## src/hw/rtl/tst_pkg.sv

```systemverilog
package tst_pkg;

  localparam int TIME_W = 48;
  localparam int DELAY_W = 32;
  localparam int SLOT_W = 4;

  localparam logic [1:0] OP_SCHEDULE = 2'd0;
  localparam logic [1:0] OP_CANCEL   = 2'd1;
  localparam logic [1:0] OP_QUERY    = 2'd2;
  localparam logic [1:0] OP_FIRE     = 2'd3;

  localparam logic [2:0] ST_OK        = 3'd0;
  localparam logic [2:0] ST_FULL      = 3'd1;
  localparam logic [2:0] ST_NOT_FOUND = 3'd2;
  localparam logic [2:0] ST_NO_TIMERS = 3'd3;
  localparam logic [2:0] ST_NONE_DUE  = 3'd4;

  typedef struct packed {
    logic [1:0]         operation;
    logic [TIME_W-1:0]  now_ms;
    logic [DELAY_W-1:0] delay_ms;
    logic [SLOT_W-1:0]  slot_index;
  } in_word_t;

  typedef struct packed {
    logic [2:0]        status;
    logic [SLOT_W-1:0] slot;
    logic [TIME_W-1:0] wait_ms;
    logic              last;
  } out_word_t;

  typedef struct packed {
    logic              active;
    logic [TIME_W-1:0] expiry;
  } slot_entry_t;

endpackage

```

## src/hw/rtl/tst_cell.sv

```systemverilog
module tst_cell (
  input  logic                 clk,
  input  logic                 rst_n,
  input  logic                 shift,
  input  tst_pkg::slot_entry_t d,
  output tst_pkg::slot_entry_t q
);

  logic                       active_r;
  logic [tst_pkg::TIME_W-1:0] expiry_r;

  always_ff @(posedge clk) begin
    if (!rst_n) begin
      active_r <= 1'b0;
    end else if (shift) begin
      active_r <= d.active;
    end
  end

  always_ff @(posedge clk) begin
    if (shift) begin
      expiry_r <= d.expiry;
    end
  end

  assign q.active = active_r;
  assign q.expiry = expiry_r;

endmodule

```

## src/hw/rtl/tst_seq.sv

```systemverilog
module tst_seq #(
  parameter int SLOTS = 16
) (
  input  logic                 clk,
  input  logic                 rst_n,
  input  logic                 in_valid,
  output logic                 in_stall,
  input  tst_pkg::in_word_t    in_data,
  output logic                 out_valid,
  input  logic                 out_stall,
  output tst_pkg::out_word_t   out_data,
  input  tst_pkg::slot_entry_t head,
  output tst_pkg::slot_entry_t tail,
  output logic                 shift
);

  localparam int IW = (SLOTS > 1) ? $clog2(SLOTS) : 1;
  localparam int CMPW = (IW > tst_pkg::SLOT_W) ? IW : tst_pkg::SLOT_W;
  localparam logic [IW-1:0] LAST_STEP = IW'(SLOTS - 1);

  typedef enum logic [2:0] {
    S_IDLE = 3'b001,
    S_SCAN = 3'b010,
    S_DONE = 3'b100
  } state_t;

  state_t                           state_r, state_nxt;
  logic [IW-1:0]                    cnt_r;
  logic [1:0]                       op_r;
  logic [tst_pkg::TIME_W-1:0]       now_r;
  logic [tst_pkg::TIME_W-1:0]       sum_r;
  logic [tst_pkg::SLOT_W-1:0]       idx_r;
  logic                             found_r;
  logic [tst_pkg::SLOT_W-1:0]       fslot_r;
  logic [tst_pkg::TIME_W-1:0]       min_r;
  logic                             pend_r;
  logic [tst_pkg::SLOT_W-1:0]       pslot_r;
  logic                             out_valid_r, out_valid_nxt;
  tst_pkg::out_word_t               out_word_r, out_word_nxt;

  logic                             accept;
  logic                             out_free;
  logic                             due;
  logic                             hit;
  logic                             take;
  logic                             earlier;
  logic                             adv;
  logic                             emit_mid;
  logic                             emit_fin;
  logic [CMPW-1:0]                  cnt_ext;
  logic [tst_pkg::SLOT_W-1:0]       cur_slot;
  logic [tst_pkg::TIME_W:0]         sum_full;
  tst_pkg::out_word_t               fin_word;

  assign accept   = in_valid && (state_r == S_IDLE);
  assign in_stall = (state_r != S_IDLE);
  assign out_free = !out_valid_r || !out_stall;

  assign cnt_ext  = CMPW'(cnt_r);
  assign cur_slot = cnt_ext[tst_pkg::SLOT_W-1:0];

  assign due     = head.active && (head.expiry <= now_r);
  assign hit     = (op_r == tst_pkg::OP_CANCEL) && head.active
                   && (cnt_ext == CMPW'(idx_r));
  assign take    = (op_r == tst_pkg::OP_SCHEDULE) && !found_r && !head.active;
  assign earlier = head.active && (!found_r || (head.expiry < min_r));

  assign adv      = !((op_r == tst_pkg::OP_FIRE) && due && pend_r && !out_free);
  assign shift    = (state_r == S_SCAN) && adv;
  assign emit_mid = (state_r == S_SCAN) && (op_r == tst_pkg::OP_FIRE) && due
                    && pend_r && out_free;
  assign emit_fin = (state_r == S_DONE) && out_free;

  assign sum_full = {1'b0, in_data.now_ms} + (tst_pkg::TIME_W + 1)'(in_data.delay_ms);

  always_comb begin
    tail = head;
    if (take) begin
      tail.active = 1'b1;
      tail.expiry = sum_r;
    end else if (hit || ((op_r == tst_pkg::OP_FIRE) && due)) begin
      tail.active = 1'b0;
    end
  end

  always_comb begin
    fin_word = '0;
    fin_word.last = 1'b1;
    case (op_r)
      tst_pkg::OP_SCHEDULE: begin
        fin_word.status = found_r ? tst_pkg::ST_OK : tst_pkg::ST_FULL;
        fin_word.slot   = found_r ? fslot_r : '0;
      end
      tst_pkg::OP_CANCEL: begin
        fin_word.status = found_r ? tst_pkg::ST_OK : tst_pkg::ST_NOT_FOUND;
        fin_word.slot   = idx_r;
      end
      tst_pkg::OP_QUERY: begin
        fin_word.status  = found_r ? tst_pkg::ST_OK : tst_pkg::ST_NO_TIMERS;
        fin_word.wait_ms = (found_r && (min_r > now_r)) ? (min_r - now_r) : '0;
      end
      tst_pkg::OP_FIRE: begin
        fin_word.status = pend_r ? tst_pkg::ST_OK : tst_pkg::ST_NONE_DUE;
        fin_word.slot   = pend_r ? pslot_r : '0;
      end
      default: begin
        fin_word.status = tst_pkg::ST_OK;
      end
    endcase
  end

  always_comb begin
    out_valid_nxt = out_valid_r && out_stall;
    out_word_nxt  = out_word_r;
    if (emit_mid) begin
      out_valid_nxt = 1'b1;
      out_word_nxt  = '0;
      out_word_nxt.status = tst_pkg::ST_OK;
      out_word_nxt.slot   = pslot_r;
    end else if (emit_fin) begin
      out_valid_nxt = 1'b1;
      out_word_nxt  = fin_word;
    end
  end

  always_comb begin
    state_nxt = state_r;
    case (state_r)
      S_IDLE: if (accept) state_nxt = S_SCAN;
      S_SCAN: if (shift && (cnt_r == LAST_STEP)) state_nxt = S_DONE;
      S_DONE: if (emit_fin) state_nxt = S_IDLE;
      default: state_nxt = S_IDLE;
    endcase
  end

  always_ff @(posedge clk) begin
    if (!rst_n) begin
      state_r     <= S_IDLE;
      out_valid_r <= 1'b0;
      cnt_r       <= '0;
    end else begin
      state_r     <= state_nxt;
      out_valid_r <= out_valid_nxt;
      if (accept) begin
        cnt_r <= '0;
      end else if (shift) begin
        cnt_r <= (cnt_r == LAST_STEP) ? '0 : cnt_r + 1'b1;
      end
    end
  end

  always_ff @(posedge clk) begin
    out_word_r <= out_word_nxt;
    if (accept) begin
      op_r    <= in_data.operation;
      now_r   <= in_data.now_ms;
      idx_r   <= in_data.slot_index;
      sum_r   <= sum_full[tst_pkg::TIME_W] ? '1 : sum_full[tst_pkg::TIME_W-1:0];
      found_r <= 1'b0;
      pend_r  <= 1'b0;
      fslot_r <= '0;
      min_r   <= '0;
      pslot_r <= '0;
    end else if (shift) begin
      case (op_r)
        tst_pkg::OP_SCHEDULE: begin
          if (take) begin
            found_r <= 1'b1;
            fslot_r <= cur_slot;
          end
        end
        tst_pkg::OP_CANCEL: begin
          if (hit) found_r <= 1'b1;
        end
        tst_pkg::OP_QUERY: begin
          if (earlier) begin
            found_r <= 1'b1;
            min_r   <= head.expiry;
          end
        end
        tst_pkg::OP_FIRE: begin
          if (due) begin
            pend_r  <= 1'b1;
            pslot_r <= cur_slot;
          end
        end
        default: begin
          found_r <= found_r;
        end
      endcase
    end
  end

  assign out_valid = out_valid_r;
  assign out_data  = out_word_r;

endmodule

```

## src/hw/rtl/timer_slot_table.sv

```systemverilog
// The input word is accepted only in the idle state; the slot ring is then scanned, and
// the result word is registered from the done state. No new input word is taken until
// then. Each item rotates the slot ring once through the head cell, one slot per cycle
// unless out_stall holds a word while the next is ready; that also holds the done state.
// Reset: synchronous, active low; clears all slot active bits and the control state.
module timer_slot_table #(
  parameter int SLOTS = 16
) (
  input  logic               clk,
  input  logic               rst_n,
  input  logic               in_valid,
  output logic               in_stall,
  input  tst_pkg::in_word_t  in_data,
  output logic               out_valid,
  input  logic               out_stall,
  output tst_pkg::out_word_t out_data
);

  tst_pkg::slot_entry_t ring [SLOTS];
  tst_pkg::slot_entry_t tail;
  logic                 shift;

  for (genvar k = 0; k < SLOTS; k++) begin : g_cell
    tst_pkg::slot_entry_t d;
    if (k == SLOTS - 1) begin : g_end
      assign d = tail;
    end else begin : g_mid
      assign d = ring[k+1];
    end
    tst_cell u_cell (
      .clk   (clk),
      .rst_n (rst_n),
      .shift (shift),
      .d     (d),
      .q     (ring[k])
    );
  end

  tst_seq #(
    .SLOTS (SLOTS)
  ) u_seq (
    .clk       (clk),
    .rst_n     (rst_n),
    .in_valid  (in_valid),
    .in_stall  (in_stall),
    .in_data   (in_data),
    .out_valid (out_valid),
    .out_stall (out_stall),
    .out_data  (out_data),
    .head      (ring[0]),
    .tail      (tail),
    .shift     (shift)
  );

endmodule

```

## config.mk

```make
export PLATFORM = sky130hd
export DESIGN_NAME = timer_slot_table
export DESIGN_NICKNAME = d
export VERILOG_FILES = /design/src/hw/rtl/tst_pkg.sv /design/src/hw/rtl/tst_cell.sv /design/src/hw/rtl/tst_seq.sv /design/src/hw/rtl/timer_slot_table.sv
export SDC_FILE = /design/constraint.sdc
export NUM_CORES = 2
export LEC_CHECK = 0
export ABC_AREA = 0
export BUFFER_PORTS_ARGS = -buffer_cell sky130_fd_sc_hd__buf_4
export CAP_MARGIN = 20
export CORE_ASPECT_RATIO = 0.5
export CORE_MARGIN = 2
export CORE_UTILIZATION = 25
export CTS_BUF_LIST = sky130_fd_sc_hd__clkbuf_4
export CTS_CLUSTER_DIAMETER = 50
export CTS_CLUSTER_SIZE = 10
export DETAILED_ROUTE_END_ITERATION = 8
export GPL_ROUTABILITY_DRIVEN = 0
export SYNTH_ARGS = -nofsm -noshare
export SYNTH_HDL_FRONTEND = slang
export SYNTH_SLANG_ARGS = --single-unit
```

## constraint.sdc

```tcl
create_clock -name clk -period 34.2 [get_ports clk]
set_input_delay 5.13 -clock clk [delete_from_list [all_inputs] [get_ports clk]]
set_output_delay 5.13 -clock clk [all_outputs]
set_load 0.02 [all_outputs]
```

Yosys cells after proc, flatten, opt, wreduce, memory -nomap -nowiden:

Index checks and enable logic that the tools add are counted.

* flip-flop bits (word level): 1008
* bits in latches: 0
* bits in writable memories: 0
* memory bits (read-only): 0
* input bits: 90
* output and inout port bits: 58
* memories kept: 0

* $add $sub $neg: 3
* multipliers: 0
* divide/modulo/power cells: 0
* magnitude comparators: 3
* eq/ne operators: 15
* shift-type cells: 0
* multiplexer cells: 26
* bitwise logic cells: 1
* reductions and logical operators: 37

Operator list (number)
* 48-bit two-way mux: 3
* 53-bit two-way mux: 2
* 48-bit by 32-bit adder with 49-bit output: 1
* 48-bit greater-than comparator: 1
* 48-bit <= comparator: 1
* 48-bit < comparator: 1
* 48-bit subtractor: 1
* 1-bit logical AND: 19
* 3-bit two-way mux: 4
* 4-bit two-way mux: 3
* 3-bit one-hot mux with 4 select lines: 1
* 4-bit one-hot mux with 3 select lines: 1
* 3-bit AND reduction: 4
* 2-bit by 1-bit != test with 1-bit output, second input constant: 5
* 3-bit one-hot mux with 3 select lines: 1
* 1-bit two-way mux: 8
* 1-bit zero test: 6
* 5-bit AND reduction: 1
* 4-bit by 1-bit adder with 4-bit output, second input constant: 1
* 2-bit == test, second input constant: 2
* 4-bit == test: 1
* 4-bit == test, second input constant: 1
* 2-bit two-way mux: 2
* 3-bit by 1-bit == test with 1-bit output, second input constant: 1
* other kinds (12): 14

Depth between registers and ports, before layout:

* word-level depth: 10
* gate-level depth with buffers: 15

Hierarchy:

From an unflattened synthesis, not the netlist that was laid out.

* cells, all modules: 2526
* area, all modules: 39263.9 µm²

By module, submodules not included
* tst_cell: times used 16, cells each 52, area each 1485.2 µm², sequential area each 1461.4 µm²
* tst_seq: times used 1, cells each 1694, area each 15501.1 µm², sequential area each 5545.3 µm²

Worst setup path after synthesis:

OpenSTA, ideal clock, no wires.

* kind: input -> register
* start point: input port out_stall
* end point: register g_cell[15].u_cell.active_r
* library setup time: 247 ps
* arrival time: 27782 ps
* slack: 6171 ps
* stages: 6
* path buffers: 1
* path through: nand2_1 o31ai_4 inv_2 clkbuf_1 o21ai_0 a21oi_1

* longest elaborated chain between the ends: 6

RTL lines
* start: declaration: line timer_slot_table.sv:15 `input logic out_stall,`
* 1-bit zero test: line tst_seq.sv:57 `assign out_free = !out_valid_r || !out_stall;`
* 1-bit logical OR: line tst_seq.sv:57
* 1-bit zero test: line tst_seq.sv:68 `assign adv = !((op_r == tst_pkg::OP_FIRE) && due && pend_r && !out_free);`
* 1-bit logical AND: line tst_seq.sv:68
* 1-bit zero test: line tst_seq.sv:68
* 1-bit logical AND: line tst_seq.sv:69 `assign shift = (state_r == S_SCAN) && adv;`
* end signal: assignment: line tst_cell.sv:16 `active_r <= d.active;`
* end: declaration: line tst_cell.sv:9 `logic active_r;`

Every way passes these cells.
A chain may end at the register's enable or synchronous reset.

Final worst setup path:

* start point: input port out_stall
* end point: register g_cell[2].u_cell.expiry_r[18] in the netlist's numbering (enable)

* longest elaborated chain between the ends: 6

RTL lines
* 1-bit zero test: line tst_seq.sv:57
* 1-bit logical OR: line tst_seq.sv:57
* 1-bit zero test: line tst_seq.sv:68
* 1-bit logical AND: line tst_seq.sv:68
* 1-bit zero test: line tst_seq.sv:68
* 1-bit logical AND: line tst_seq.sv:69
* end signal: assignment: line tst_cell.sv:22 `expiry_r <= d.expiry;`
* end: declaration: line tst_cell.sv:10 `logic [tst_pkg::TIME_W-1:0] expiry_r;`

Every way passes these cells.

==> out/results.tsv <==
stage	metric	value	unit
status	status	complete, no violations	
setup_path	critPathKind	input pin to flop	
synth	syn-num-nets	2878	
timing	fin_crit_sh	25.5	%
setup_path	max_stage_delay	930	ps
synth	yosysSeqAreaShare	73.7	%
synth	synthTopCellsByArea	edfxtp_1, dfxtp_1, ha_1, nand2_1, a21oi_1	
cts	cts_setup_buffers	0	
grt	antenna_found_initial	14	
routing	num_vias	21500	
timing	setup_viol	0	
timing	setup_tns	0	ps
setup_path	r2r_slack	27110	ps
grt	grt_overflow	0	
setup_path	path_buf_inv	6	
timing	fmax	0.115	GHz
timing	grt_setup_unrepaired	no	
cts	cts_root_buf	clkbuf_4	
timing	max_slew.worst_pin.slew	1220	ps
place	placedInstanceArea	42800	µm²
synth	synthesis.area	39200	µm²
power_and_ir_drop	static-leakage-power	0.0159	µW
cts	cts_resized	0	
routing	via_per_inst	4.31	
synth	synth_warnings	0	
cells_and_area	regArea	28900	µm²
cts	cts_tree	yes	
setup_path	worstSetupEndpointType	flop	
timing	final_max_slew_viol_count	0	
setup_path	crit-reg2reg-launch	g_cell[0].u_cell.expiry_r[19]	
timing	hold_viol_final	0	
routing	avgRoutedWirePerCell	16.7	µm
cells_and_area	final_area	44400	µm²
min_path	holdPathEnd	g_cell[5].u_cell.expiry_r[34]	
grt	grt_start_max_net_pins	226	
setup_path	arrival	9280	ps
synth	yosysUniqueCellTypes	73	
routing	drc	0	
power_and_ir_drop	max-vdd-ir-drop	25.1	µV
cells_and_area	nNetsFinal	3091	
cts	htreeDepth	3	
cts	cts_sinks	1008	
setup_path	r2r-end	g_cell[2].u_cell.expiry_r[18]	
setup_path	crit_family	buffers and inverters	
grt	grt.total_usage	10.1	%
synth	synth_edf_count	874	
synth	synth_async_sr_flop_share	0	%
setup_path	crit_chain	buf_4 -> nand2_1 -> o31ai_4 -> buf_6 -> inv_8 -> buf_12 -> buf_4 -> buf_4	
floorplanning	rows	102	
grt	grt_pass1_wl	126000	µm
floorplanning	floorplan.die.height	284	µm
min_path	min_path_type	flop to flop	
place	io_buffers	147	
routing	antenna_left	0	
min_path	min_from	g_cell[6].u_cell.expiry_r[34]	
cells_and_area	drive_gt1_share	13.4	%
floorplanning	die_w	564	µm
place	dp_hpwl	57200	µm
routing	wirelength	83400	µm
timing	period_minus_slack	8710	ps
cts	cts.path.max_buffers	3	
setup_path	slowest_stage	buf_4	
grt	grt_pass1_vias	21300	
setup_path	critPathMaxFanout	203	
cts	cts_buffers	118	
floorplanning	start_util	25.3	%
synth	synth_top_area_share	66.9	%
cells_and_area	multi_input_area	9560	µm²
power_and_ir_drop	power.total	2140	µW
setup_path	startpoint_type	input pin	
synth	yosys_register_bits	1008	
synth	syn_avg_cell_area	15.0	µm²
routing	dr.pass1.iters	7	
setup_path	reg2regPathDepth	13	
floorplanning	core	155000	µm²
timing	slew_headroom	18.9	%
cells_and_area	final_util	28.6	%
floorplanning	die_area	160000	µm²
synth	yosysTopAreaCell	edfxtp_1	
timing	skew	121	ps
cells_and_area	synthToLayoutAreaGrowth	13.1	%
job	cap_violations	0	
routing	drt_iter0_drc	1649	
synth	synth-main-ff-cell	edfxtp_1	
setup_path	path_common_cell	buf_4	
floorplanning	pin_count	148	
setup_path	required	34770	ps
cts	insertion_delay	1030	ps
synth	postSynthCellCount	2610	
power_and_ir_drop	power_density	48.3	nW/µm²
min_path	hold_depth	0	
cts	ctsHoldBuffers	0	
cells_and_area	fillCellCount	15500	
cts	clkTransAtPathRegs	110	ps
cells in the final DEF (no fill, tap or decap), types with 47 or more instances in the layout:
cell	Yosys	final
edfxtp_1	874	874
nand2_1	319	318
ha_1	176	176
clkbuf_4	0	171
buf_4	0	159
dfxtp_1	134	134
inv_1	128	127
a21oi_1	127	127
nor2_1	96	95
o21ai_0	86	86
a21o_1	73	73
a22o_1	47	47
per-stage QoR:
stage          hold WS [ps]  instances  setup WS (ps)
2_1_floorplan           400       2610           6170
3_3_place_gp            400       4782          24810
3_5_place_dp            405       4782          24610
4_1_cts                 361       4974          25720
5_1_grt                 390       4980          25300
6_report                366       4982          25490
layout make-up:
| type | count | area share [%] |
|---|---|---|
| Sequential cell | 1008 | 65.2 |
| Inverter | 129 | 1.12 |
| Clock buffer | 171 | 2.89 |
| Antenna cell | 7 | 0.0395 |
| Tap cell | 2080 | 5.86 |
| Timing Repair Buffer | 162 | 2.81 |
| Multi-Input combinational cell | 1404 | 21.5 |
| Clock inverter | 21 | 0.553 |
report_power, final:
| group | switching [µW] | internal, µW |
|---|---|---|
| sequential | 9.89 | 1360 |
| combinational | 81.3 | 40.7 |
| clock | 389 | 267 |
metal layers:
metal / up-vias / global-route usage [%] / part of all wire, %
met5: - / 0 / 0.085
met4: 10 / 5.19 / 5.0
li1: 10200 / - / -
met1: 10600 / 12.6 / 43
met3: 186 / 2.10 / 4.5
met2: 458 / 16.7 / 47
worst max path at each step:
stage / from / endpoint / slack [ps] / cells past startpoint
after CTS: out_stall / g_cell[2].u_cell.expiry_r[18] / 25720 / 7
final: out_stall / g_cell[2].u_cell.expiry_r[18] / 25490 / 8
after floorplan: out_stall / g_cell[15].u_cell.active_r / 6170 / 6
after global routing: out_stall / g_cell[2].u_cell.expiry_r[18] / 25300 / 8
after global placement: out_stall / g_cell[1].u_cell.expiry_r[19] / 24810 / 7
after detailed placement: out_stall / g_cell[14].u_cell.expiry_r[13] / 24610 / 7
kinds of logic (layout without fill, tap and decap cells):
logic type	Yosys count	in the layout	share of synthesized area [%]
mux	66	66	1.84
simple gates	608	608	6.97
other cells	0	7	0
fa+ha+maj	178	178	5.71
xor+xnor	77	77	1.72
compound gates	475	475	8.06
flops	1008	1008	73.7
buf+inv	198	483	1.97
synth_stat cells, drive strengths merged, types with 5 or more instances:
master,n
nor4,5
o21a,8
o2111ai,6
mux2i,18
nand4,29
xor2,34
clkbuf,58
a21oi,127
and3,20
nand3,41
nor2,96
a22o,47
nor2b,20
and4,8
edfxtp,874
nor3,23
nand2,319
dfxtp,134
nand2b,9
or2,5
inv,129
a31oi,19
a21o,73
or3,7
ha,176
o21ai,89
and2,12
o31ai,6
a211oi,16
buf,11
xnor2,43
o21bai,7
o211ai,15
a21boi,21
mux2,48
sequential cells by signal (all words and copies together) (netlist names):
register and cells:
u_seq.idx_r 4, u_seq.op_r 2, g_cell.u_cell.expiry_r 768, u_seq.fslot_r 4, u_seq.out_data 56, u_seq.pend_r 1
u_seq.found_r 1, g_cell.u_cell.active_r 16, u_seq.now_r 48, u_seq.state_r 3, u_seq.min_r 48, u_seq.sum_r 48
u_seq.cnt_ext 4, u_seq.out_valid 1, u_seq.pslot_r 4
worst reg2reg max path: cells and delay by family (launching register included):
kind                     cells  cell delay (ps)
buffers and inverters        5             3590
flip-flops                   1              500
AO/OA/AOI/OAI                5             1890
AND/OR/NAND/NOR              2              250
adder cells (fa/ha/maj)      1              360
Power figures use the tool's default switching activity.
